$ cat src/rtl/ilid_pkg.sv
// types and constants shared by the indexed list store
// no dependencies
`default_nettype none

package ilid_pkg;

  localparam int IDX_W  = 16;
  localparam int DATA_W = 32;
  localparam int OP_W   = 3;
  localparam int ST_W   = 2;
  localparam int EC_W   = 7;

  typedef enum logic [OP_W-1:0] {
    OP_READ   = 3'd0,
    OP_FRONT  = 3'd1,
    OP_BACK   = 3'd2,
    OP_INSERT = 3'd3,
    OP_DELETE = 3'd4
  } op_t;

  typedef enum logic [ST_W-1:0] {
    ST_OK    = 2'd0,
    ST_RANGE = 2'd1,
    ST_FULL  = 2'd2
  } status_t;

  typedef enum logic {
    FSM_IDLE,
    FSM_READ
  } fsm_t;

  // command broadcast to every cell of the chain
  typedef struct packed {
    logic              ins;
    logic              del;
    logic [IDX_W-1:0]  pos;
    logic [DATA_W-1:0] wdata;
    logic [IDX_W-1:0]  rd_idx;
  } cell_cmd_t;

endpackage

`default_nettype wire

$ cat src/rtl/ilid_cell.sv
// one list cell: holds one entry, shifts with its neighbours on insert and delete
// depends on ilid_pkg
`default_nettype none

module ilid_cell #(
  parameter int POS = 0
) (
  input  wire logic                       clk,
  input  wire ilid_pkg::cell_cmd_t        cmd,
  input  wire logic [ilid_pkg::DATA_W-1:0] val_left,
  input  wire logic [ilid_pkg::DATA_W-1:0] val_right,
  output logic      [ilid_pkg::DATA_W-1:0] val,
  output logic      [ilid_pkg::DATA_W-1:0] rd_data
);

  localparam logic [ilid_pkg::IDX_W-1:0] MY_POS = ilid_pkg::IDX_W'(POS);

  logic [ilid_pkg::DATA_W-1:0] val_r;
  logic [ilid_pkg::DATA_W-1:0] val_nxt;

  always_comb begin
    val_nxt = val_r;
    if (cmd.ins) begin
      if (cmd.pos == MY_POS) begin
        val_nxt = cmd.wdata;
      end else if (cmd.pos < MY_POS) begin
        val_nxt = val_left;
      end
    end else if (cmd.del) begin
      if (cmd.pos <= MY_POS) begin
        val_nxt = val_right;
      end
    end
  end

  always_ff @(posedge clk) begin
    val_r <= val_nxt;
  end

  assign val     = val_r;
  // only the addressed cell drives its entry into the read tree
  assign rd_data = (cmd.rd_idx == MY_POS) ? val_r : '0;

endmodule

`default_nettype wire

$ cat config.mk
export PLATFORM = sky130hd
export DESIGN_NAME = ilid_cell
export DESIGN_NICKNAME = d
export VERILOG_FILES = /design/src/rtl/ilid_pkg.sv /design/src/rtl/ilid_cell.sv
export SDC_FILE = /design/constraint.sdc
export NUM_CORES = 1
export LEC_CHECK = 0
export BUFFER_PORTS_ARGS = -buffer_cell sky130_fd_sc_hd__buf_2
export CAP_MARGIN = 20
export CELL_PAD_IN_SITES_DETAIL_PLACEMENT = 1
export CELL_PAD_IN_SITES_GLOBAL_PLACEMENT = 1
export CORE_ASPECT_RATIO = 1.1
export CORE_MARGIN = 8
export CORE_UTILIZATION = 24
export CTS_BUF_LIST = sky130_fd_sc_hd__clkbuf_16
export CTS_CLUSTER_SIZE = 28
export DETAILED_ROUTE_END_ITERATION = 8
export GPL_ROUTABILITY_DRIVEN = 0
export PLACE_DENSITY_LB_ADDON = 0.15
export SYNTH_ARGS = -nofsm -noshare
export SYNTH_HDL_FRONTEND = slang
export SYNTH_SLANG_ARGS = --single-unit
$ cat constraint.sdc
create_clock -name clk -period 7.3 [get_ports clk]
set_input_delay 0.73 -clock clk [delete_from_list [all_inputs] [get_ports clk]]
set_output_delay 0.73 -clock clk [all_outputs]
set_load 0.1 [all_outputs]
After elaboration in Yosys (flattened, before gate mapping):

Cells that the tools add are included.

* output and inout port bits: 64
* word-level logic and storage cells: 15
* bits in registers: 32

* equality and inequality tests: 1
* reductions and logical operators: 5
* multiplexer cells: 6
* order comparisons: 2

Operators with widths (number)
* $mux W32: 6
* $logic_not A16 Y1: 2
* $le A16 B1 Y1 const B: 1
* $lt A16 B1 Y1 const B: 1
* $reduce_bool A2 Y1: 2
* $ne A3 B1 Y1 const B: 1
* $reduce_and A3 Y1: 1

Logic depth before layout (Yosys ltp):

Gate-level depths: netlist of run 1.

* depth after elaboration: 4
* mapped depth: 4
* mapped depth without buffers: 3

Worst setup path after synthesis of run 1:

Ideal clock, no wire load.

* kind: input to register
* start: input port cmd[61] (netlist bit)
* end: register val_r, in the netlist val[0] (enable)
* arrival: 2.613 ns
* setup time: 0.421 ns
* path slack: 4.266 ns
* stages on the path: 2
* buffers on the path: 0
* cell sequence: or4_1 -> nor2_1

* word-level cells in the longest chain between the ends: 3

Ends and longest elaborated chain
* from (decl): RTL line ilid_cell.sv:9 `input wire ilid_pkg::cell_cmd_t cmd,`
* $lt A16 B1 Y1, or another cell as far along: RTL line ilid_cell.sv:26 `end else if (cmd.pos < MY_POS) begin`
* $ne A3 B1 Y1 (no source line) / $reduce_bool A2 Y1 (equally long branches)
* $reduce_and A3 Y1 (no source line) (*)
* to (signal assigned): RTL line ilid_cell.sv:37 `val_r <= val_nxt;`
* to (decl): RTL line ilid_cell.sv:18 `logic [ilid_pkg::DATA_W-1:0] val_r;`

Every way passes the cells marked *; elsewhere a longest branch is shown, timed or not.
A chain may end at the register's enable or synchronous reset.

Final worst setup path of run 1:

* start: input port cmd[6] (netlist bit)
* end: output port rd_data[19] (netlist bit)

* word-level cells in the longest chain between the ends: 2

Ends and longest elaborated chain
* $logic_not A16 Y1: RTL line ilid_cell.sv:42 `assign rd_data = (cmd.rd_idx == MY_POS) ? val_r : '0;`
* $mux W32: RTL line ilid_cell.sv:42
* to (decl): RTL line ilid_cell.sv:13 `output logic [ilid_pkg::DATA_W-1:0] rd_data`

Every way passes these cells.

==> results of run 1 <==
[layout by cell type, fill, tap and decap left out]
cell       instances
and2_1            11
and2_2            21
and4_4             1
buf_2            162
bufinv_16          1
clkbuf_16          5
clkinv_2           1
edfxtp_1          32
inv_1              1
mux2_2            32
nor2_4             1
nor4_1             7
o2111ai_1          1
or4_1              1
[critical path: stages]
cell    delay (ns)
buf_2         0.10
nor4_1        0.32
and4_4        0.46
and2_2        0.19
buf_2         0.43
[synth_stat cells]
cell and count:
edfxtp_1 32, mux2_2 32, and2_2 21, and2_1 11
nor4_1 7, buf_2 4, buf_6 3, and4_4 1
nor2_1 1, o2111ai_1 1, or4_1 1
[report_power, final]
group	internal, W	switching (W)
clock	0.000159	0.0000718
combinational	0.0000310	0.0000138
sequential	0.000204	0.00000000158
[metrics by stage]
| stage | instance area, um^2 | total power [W] | std cells | setup slack [ns] |
|---|---|---|---|---|
| final | 2711 | 0.0004791 | 362 | 4.336 |
| after detailed placement | 2547 | 0.0002530 | 354 | 4.300 |
| after CTS | 2711 | 0.0004862 | 362 | 4.299 |
| after floorplan | 1677 | 0.0002260 | 114 | 4.266 |
| after global placement | 2547 | 0.0002516 | 354 | 4.316 |
| after global routing | 2711 | 0.0004982 | 362 | 4.186 |
[area by class of cell]
cell class | instances | area [um^2]
Clock inverter | 3 | 38.79
Sequential cell | 32 | 960.9
Tap cell | 85 | 106.4
Timing Repair Buffer | 162 | 810.8
Multi-Input combinational cell | 75 | 669.4
Clock buffer | 5 | 125.1
Fill cell | 827 | 4175
[worst max path at each step]
stage / slack, ns / to / cells after the start
4_1_cts: 4.30 / rd_data[21] / 5
6_report: 4.34 / rd_data[19] / 5
2_1_floorplan: 4.27 / val[0] / 2
3_5_place_dp: 4.30 / rd_data[21] / 5
5_1_grt: 4.19 / rd_data[20] / 5
3_3_place_gp: 4.32 / rd_data[19] / 5
[routing by layer]
layer | wire length (um) | up-vias
met2 | 3036 | 99
li1 | - | 748
met1 | 1965 | 728
met3 | 972 | 2
met5 | 0 | -
met4 | 30 | 0
[cell families after synthesis]
kind of cell	Yosys count
simple gates	42
mux	32
flops	32
buf+inv	7
compound gates	1
==> results.ini, run 1 <==
[floorplanning]
fp.coreArea_mm2=0.006887
die_height_um=103.7
start_util=0.2435
die_w_um=95.69
row_count=32
die-area_mm2=0.009919
io_pins=195

[routing]
viasPerCell=4.356
drt_iter0_markers=33
drc=0
drt-pass1-iter-count=2
post_drt_wl_per_cell_um=16.59
antenna_left=0
drt-total-wl_mm=6.004
via_count=1577

[run_status]
status=completed

[worst_setup_path]
critPathKind=input pin to output port
crit_start=cmd[6]
crit_path_end_kind=output port
cp-start-kind=input pin
arrival_ns=2.23
cp.required_ns=6.57
crit_path_max_fanout=32

[place]
portBuffers=162
dp_hpwl_mm=4.942

[timing]
fmax_mhz=337.4
hold_violations=0
holdWs_ns=0.7579
post-route-min-period_ns=2.964
slew_violations=0
rsz0062_at_grt=no
worstMarginPinSlew_ns=0.9571
setup_violations=0
setup_tns_ns=0
slew_headroom=0.3604
fin_crit_sh=0.4060

[finish]
final_nets=407
largest_reg_flops=32
layout-drive-gt1-share=0.8087
diodes=0
final_core_util=0.3937
area_growth_syn_to_layout_pct=61.72

[global_routing]
busiest_layer=met2
use_met2=0.2056
grt_pass1_vias=1796
grt_max_degree=34
grt_usage=0.1151
met3_usage=0.07365
grt-ovfl-total=0
met1_usage=0.1027
grt_pass1_wl_mm=8.880
antenna_found_initial=0

[synth]
synth_seq_cells=32
synth_seq_area_share=0.5731
yosysWarnings=0
synth_area_leader_cell=edfxtp_1
synth_area_leaders=edfxtp_1 57%, mux2_2 21%, and2_2 9.4%
synth-xor-area-share=0
synth_top_family_by_area=multiplexers
syn_inst=114
synth_compound_area_frac=0.005224
synth_top_cell_area_share=0.5731
synthSimpleGateAreaFrac=0.1746
synth_fa_ha_area_frac=0
synthMuxAreaShare=0.2149
synth_nets=245
syn_area_per_cell_um2=14.71
syn_area_mm2=0.001677
synthDistinctLibCells=11

[clock_tree]
ctsHoldBuffers=0
cts_htree_levels=2
cts_setup_buffers=0
clock-root-buffer=clkbuf_16
cts-resized-gates=0
cts.sinks=32
clk_path_buf_depth=2
tritoncts=done
cts.clk_slew.worst_paths_ns=0.05
numCtsBuffers=5

[job]
drv_cap=0

[pwr]
p_leak_nw=1.311
irDropWorstVdd_mv=0.1325
power_density_mw_per_mm2=176.7

[min_path]
min_from=val_right[25]
min_to=val[25]
hold_path_class=input pin to flip-flop
worstHoldPathCells=2

Note: power is estimated with default switching activity, not from simulation.
==> run 2, diff against run 1 <==
--- a/config.mk
+++ b/config.mk
@@ -5,13 +5,14 @@
 export SDC_FILE = /design/constraint.sdc
 export NUM_CORES = 1
 export LEC_CHECK = 0
+export ABC_AREA = 1
 export BUFFER_PORTS_ARGS = -buffer_cell sky130_fd_sc_hd__buf_2
 export CAP_MARGIN = 20
 export CELL_PAD_IN_SITES_DETAIL_PLACEMENT = 1
 export CELL_PAD_IN_SITES_GLOBAL_PLACEMENT = 1
 export CORE_ASPECT_RATIO = 1.1
 export CORE_MARGIN = 8
-export CORE_UTILIZATION = 24
+export CORE_UTILIZATION = 22
 export CTS_BUF_LIST = sky130_fd_sc_hd__clkbuf_16
 export CTS_CLUSTER_SIZE = 28
 export DETAILED_ROUTE_END_ITERATION = 8
==> constraint.sdc (replaced) <==
create_clock -name clk -period 2.8 [get_ports clk]
set_input_delay 0.28 -clock clk [delete_from_list [all_inputs] [get_ports clk]]
set_output_delay 0.28 -clock clk [all_outputs]
set_load 0.1 [all_outputs]
==> run 2 against run 1 <==
Against the previous run: worst setup slack got worse by 3.5 ns; synthesized cell count rose by 100%; count of clock-buffer cells in the layout is the same; combinational power rose to 2.9 times the previous value; sequential share of layout area is 2.9 points lower; wire length is 16% higher; critical path type unchanged; largest power group is now sequential cells.
==> results.ini, run 2 <==
[worst_setup_path]
critPathKind=input pin to output port
slowest_delay_ns=0.43
crit_path_end_kind=output port
path_cells=buf_2 > nor2_1 > nand2_1 > nor2_1 > nand2_2 > buf_12 > nor2_2 > buf_2
path_depth=8
crit_path_max_fanout=22
cp-start-kind=input pin
critical_path_buf_inv_count=3
critical-path-top-delay-family=buffers and inverters
crit_slowest_cell=buf_2
cp.required_ns=2.52
crit_start=cmd[13]
arrival_ns=1.70
endpoint=rd_data[24]

[finish]
fillCellCount=1080
fin_area_mm2=0.002950
seq_area_um2=960.9
final_cell_mix=162 x buf_2, 103 x nand2_1, 33 x inv_1
multi_input_area_um2=701.9
fin_cells=508
final_nets=527
layout-drive-gt1-share=0.5189
largest_reg_flops=32
final_common_cell=buf_2
area_growth_syn_to_layout_pct=59.86
diodes=0

[global_routing]
antenna_found_initial=0
grt_pass1_wl_mm=10.92
grt_max_degree=23
grt-ovfl-total=0
grt_usage=0.1207
grt_pass1_vias=2228

[synth]
synth_nets=364
synthDistinctLibCells=12
yosysWarnings=0
synth_flop_cell=edfxtp_1
yosysMostFrequentCell=nand2_1
synth_area_leaders=edfxtp_1 52%, nand2_1 21%, nor2_2 9.5%
syn_inst=233
synth_top_cell_area_share=0.5207
synth_top_family_by_area=simple AND/OR/NAND/NOR gates
synthMuxAreaShare=0
synth_seq_cells=32
syn_area_per_cell_um2=7.921
synth_compound_area_frac=0.004068
syn_area_mm2=0.001846
synth-async-reset-ratio=0
synth_area_leader_cell=edfxtp_1
synth-xor-area-share=0
synthSimpleGateAreaFrac=0.3722
synth_edf_count=32
synth_commonest_cells=103 x nand2_1, 33 x inv_1, 32 x edfxtp_1
synth_seq_area_share=0.5207
synth_fa_ha_area_frac=0

[place]
dp.cells=500
dp_hpwl_mm=5.830
post_dp_cell_area_mm2=0.002811
portBuffers=162
dp_slack_ns=0.7696

[routing]
drt-pass1-iter-count=4
drc=0
viasPerCell=3.941
drt-total-wl_mm=6.971
post_drt_wl_per_cell_um=13.72
via_count=2002
antenna_left=0
drt_iter0_markers=38

[clock_tree]
tritoncts=done
numCtsBuffers=5
clock-root-buffer=clkbuf_16
cts_htree_levels=2
ctsHoldBuffers=0
clk_path_buf_depth=2
cts-resized-gates=0
cts.sinks=32
cts_setup_buffers=0
cts.clk_slew.worst_paths_ns=0.06

[timing]
slew_headroom=0.6140
setup_tns_ns=0
setup_violations=0
fmax_mhz=503.8
fin_crit_sh=0.7089
rsz0062_at_grt=no
worstMarginPinSlew_ns=0.5783
hold_violations=0
post-route-min-period_ns=1.985
slew_violations=0
final.setup.worst_slack_ns=0.8152

[pwr]
p_switching_w=0.0002499
design_power_total_w=0.001175
p_leak_nw=1.659
pwr-share-comb=0.110
sw_frac_of_total=0.2127
power_density_mw_per_mm2=398.2
p_seq_frac=0.452
p_int_w=0.0009250
irDropWorstVdd_mv=0.1701
pwr-share-clk=0.438

[floorplanning]
die_height_um=112.1
io_pins=195
row_count=35
fp.coreArea_mm2=0.008277
die_w_um=103.3
start_util=0.2230
die-area_mm2=0.01158

[run_status]
status=completed

[min_path]
hold_path_class=input pin to flip-flop
worstHoldPathCells=3

[job]
drv_cap=0

[run 2: cell types whose count changed after synthesis, sizes merged]
cell	change
nand2	+104
inv	+33
o211ai	+1
and2	-31
mux2	-32
o2111ai	-1
nor2	+51
nor4	-7
or4	-1
buf	+1
clkbuf	+2
and4	-1
[run 2: tightest hold or removal path: cells and delay by family]
kind | cells | cell delay (ns)
and+or+nand+nor | 2 | 0.08
buffers and inverters | 1 | 0.07
[run 2: kinds of logic after synthesis]
group,after synthesis
compound gates,1
buf+inv,43
flops,32
simple gates,157
[run 2: stage by stage]
step / hold WS (ns) / utilization
floorplan: 0.4586 / -
global placement: 0.5429 / 0.3364
detailed placement: 0.5511 / 0.3397
CTS: 0.2631 / 0.3565
global route: 0.2731 / 0.3565
finish: 0.2675 / 0.3565
[run 2: worst min path at each step]
stage	slack, ns	startpoint	end
after floorplan	0.46	val_right[0]	val[0]
after global placement	0.54	val_right[13]	val[13]
after detailed placement	0.55	val_right[29]	val[29]
after CTS	0.26	val_right[15]	val[15]
after global routing	0.27	val_right[24]	val[24]
final	0.27	val_right[15]	val[15]
[run 2: layout make-up]
cell class                      count  share of cell area
Multi-Input combinational cell    158              0.2379
Inverter                           33             0.04198
Timing Repair Buffer              166              0.3003
Clock inverter                      3            0.004665
Clock buffer                        5             0.04241
Tap cell                          111             0.04707
Sequential cell                    32              0.3257
[run 2: routing by layer]
layer | up-vias | routed length (um) | GRT usage
met3 | 4 | 715 | 0.04149
li1 | 1017 | - | -
met4 | 0 | 71 | 0.03478
met1 | 891 | 2516 | 0.1253
met5 | - | 0 | 0
met2 | 90 | 3668 | 0.2197
[run 2: power groups by stage]
stage / registers (W) / clock network, W / logic [W]
2_1_floorplan: 0.000541 / 0 / 0.0000501
6_report: 0.000531 / 0.000514 / 0.000129
3_3_place_gp: 0.000541 / 0 / 0.000124
3_5_place_dp: 0.000541 / 0 / 0.000133
4_1_cts: 0.000531 / 0.000536 / 0.000133
5_1_grt: 0.000531 / 0.000548 / 0.000150
==> run 3, diff against run 2 <==
--- a/config.mk
+++ b/config.mk
@@ -12,7 +12,7 @@
 export CELL_PAD_IN_SITES_GLOBAL_PLACEMENT = 1
 export CORE_ASPECT_RATIO = 1.1
 export CORE_MARGIN = 8
-export CORE_UTILIZATION = 22
+export CORE_UTILIZATION = 20
 export CTS_BUF_LIST = sky130_fd_sc_hd__clkbuf_16
 export CTS_CLUSTER_SIZE = 28
 export DETAILED_ROUTE_END_ITERATION = 8
==> constraint.sdc (replaced) <==
create_clock -name clk -period 1.7 [get_ports clk]
set_input_delay 0.17 -clock clk [delete_from_list [all_inputs] [get_ports clk]]
set_output_delay 0.17 -clock clk [all_outputs]
set_load 0.1 [all_outputs]
==> run 3 against run 2 <==
Against the previous run: non-clock buffer count up 3; critical endpoint is now rd_data[22]; combinational power increased by 63%; sequential power up 65%; global-route usage shrank 0.71 points; largest cell class is now non-clock buffers.
==> results.ini, run 3 (synthesis results as in run 2) <==
[routing]
drt_iter0_markers=26
drc=0
via_count=2031
antenna_left=0
viasPerCell=3.951
drt-pass1-iter-count=4
drt-total-wl_mm=7.247
post_drt_wl_per_cell_um=14.10

[global_routing]
grt-ovfl-total=0
grt_pass1_vias=2236
grt_usage=0.1136
grt_max_degree=33
antenna_found_initial=1
grt_pass1_wl_mm=11.13

[timing]
setup_violations=0
post-route-min-period_ns=1.475
slew_headroom=0.6604
worstMarginPinSlew_ns=0.5129
fmax_mhz=677.8
hold_violations=0
slew_violations=0
rsz0062_at_grt=no
fin_crit_sh=0.8679
setup_tns_ns=0

[clock_tree]
clk_path_buf_depth=2
cts.clk_slew.worst_paths_ns=0.05
tritoncts=done
ctsHoldBuffers=0
cts.sinks=32
cts-resized-gates=0
cts_htree_levels=2
cts_setup_buffers=0
clock-root-buffer=clkbuf_16
numCtsBuffers=5

[finish]
fillCellCount=1072
area_growth_syn_to_layout_pct=93.49
final_cell_mix=130 x buf_2, 103 x nand2_1, 33 x buf_12
fin_area_mm2=0.003571
final_common_cell=buf_2
layout-drive-gt1-share=0.6015
fin_cells=514
largest_reg_flops=32
final_nets=530

[min_path]
worstHoldPathCells=3
min_from=val_right[20]
min_to=val[20]
hold_path_class=input pin to flip-flop

[place]
post_dp_cell_area_mm2=0.003436
portBuffers=162
dp.cells=506
dp_hpwl_mm=6.146

[worst_setup_path]
arrival_ns=1.31
slowest_delay_ns=0.23
crit_slowest_cell=buf_12
crit_path_end_kind=output port
crit_path_max_fanout=32
cp.required_ns=1.53
critPathKind=input pin to output port
path_cells=buf_2 > nor2_1 > nand2_1 > nor2_1 > nand2_4 > buf_12 > nor2_4 > buf_12
cp-start-kind=input pin

[pwr]
power_density_mw_per_mm2=534.8
irDropWorstVdd_mv=0.2972
p_leak_nw=1.696

[floorplanning]
io_pins=195
die_w_um=107.6
die-area_mm2=0.01256
start_util=0.2069
row_count=36
die_height_um=116.8
fp.coreArea_mm2=0.008919

[run_status]
status=completed

[job]
drv_cap=0

-- run 3: cell count changes in the layout (fill, tap and decap cells not counted), moves of 2 or more --
cell      before  now
nor2_4         4   32
buf_12         2   33
inv_1         33    2
nor2_1        20   18
buf_2        162  130
inv_2          0   31
clkinv_2       2    0
nor2_2        28    2
buf_4          1    6
-- run 3: cell type report --
type                            instances  area [um^2]  share of cell area
Inverter                               33        123.9             0.03469
Clock inverter                          2        7.507            0.002102
Sequential cell                        32        960.9              0.2691
Tap cell                              114        142.6             0.03994
Multi-Input combinational cell        158        852.1              0.2386
Timing Repair Buffer                  169         1356              0.3798
Antenna cell                            1        2.502           0.0007008
Clock buffer                            5        125.1             0.03504
-- run 3: how the worst max path moves through the flow --
stage,startpoint,endpoint,slack (ns),cells past startpoint
finish,cmd[15],rd_data[22],0.22,8
global route,cmd[15],rd_data[22],0.12,8
CTS,cmd[15],rd_data[22],0.19,8
detailed placement,cmd[15],rd_data[22],0.21,8
global placement,cmd[7],rd_data[0],0.24,8
floorplan,val[0],rd_data[0],-0.35,2
-- run 3: routing by layer --
layer  global-route usage  part of all wire  vias to the layer above
met5                    0            0.0011                        -
met4              0.03519            0.0080                        2
met3              0.05464              0.12                        6
met2               0.2159              0.55                       93
met1               0.1033              0.32                      905
li1                     -                 -                     1025
-- run 3: through the flow --
stage	setup slack (ns)	hold slack, ns	power [W]	util
finish	0.2246	0.1578	0.001910	0.4004
CTS	0.1937	0.1541	0.001945	0.4001
floorplan	-0.3528	0.3486	0.0009738	-
global route	0.1152	0.1654	0.002001	0.4001
global placement	0.2420	0.4309	0.001099	0.3852
detailed placement	0.2094	0.4394	0.001106	0.3852
-- run 3: power by group --
group,internal (W),total (W),switching (W),leakage (nW)
clock,0.000523,0.000825,0.000302,0.0648
combinational,0.000116,0.000210,0.0000941,1.35
sequential,0.000875,0.000875,0.00000000967,0.278
-- run 3: worst max-delay path, delay by kind of cell --
| kind | cells | cell delay [ns] |
|---|---|---|
| buf+inv | 3 | 0.51 |
| simple gates | 5 | 0.59 |
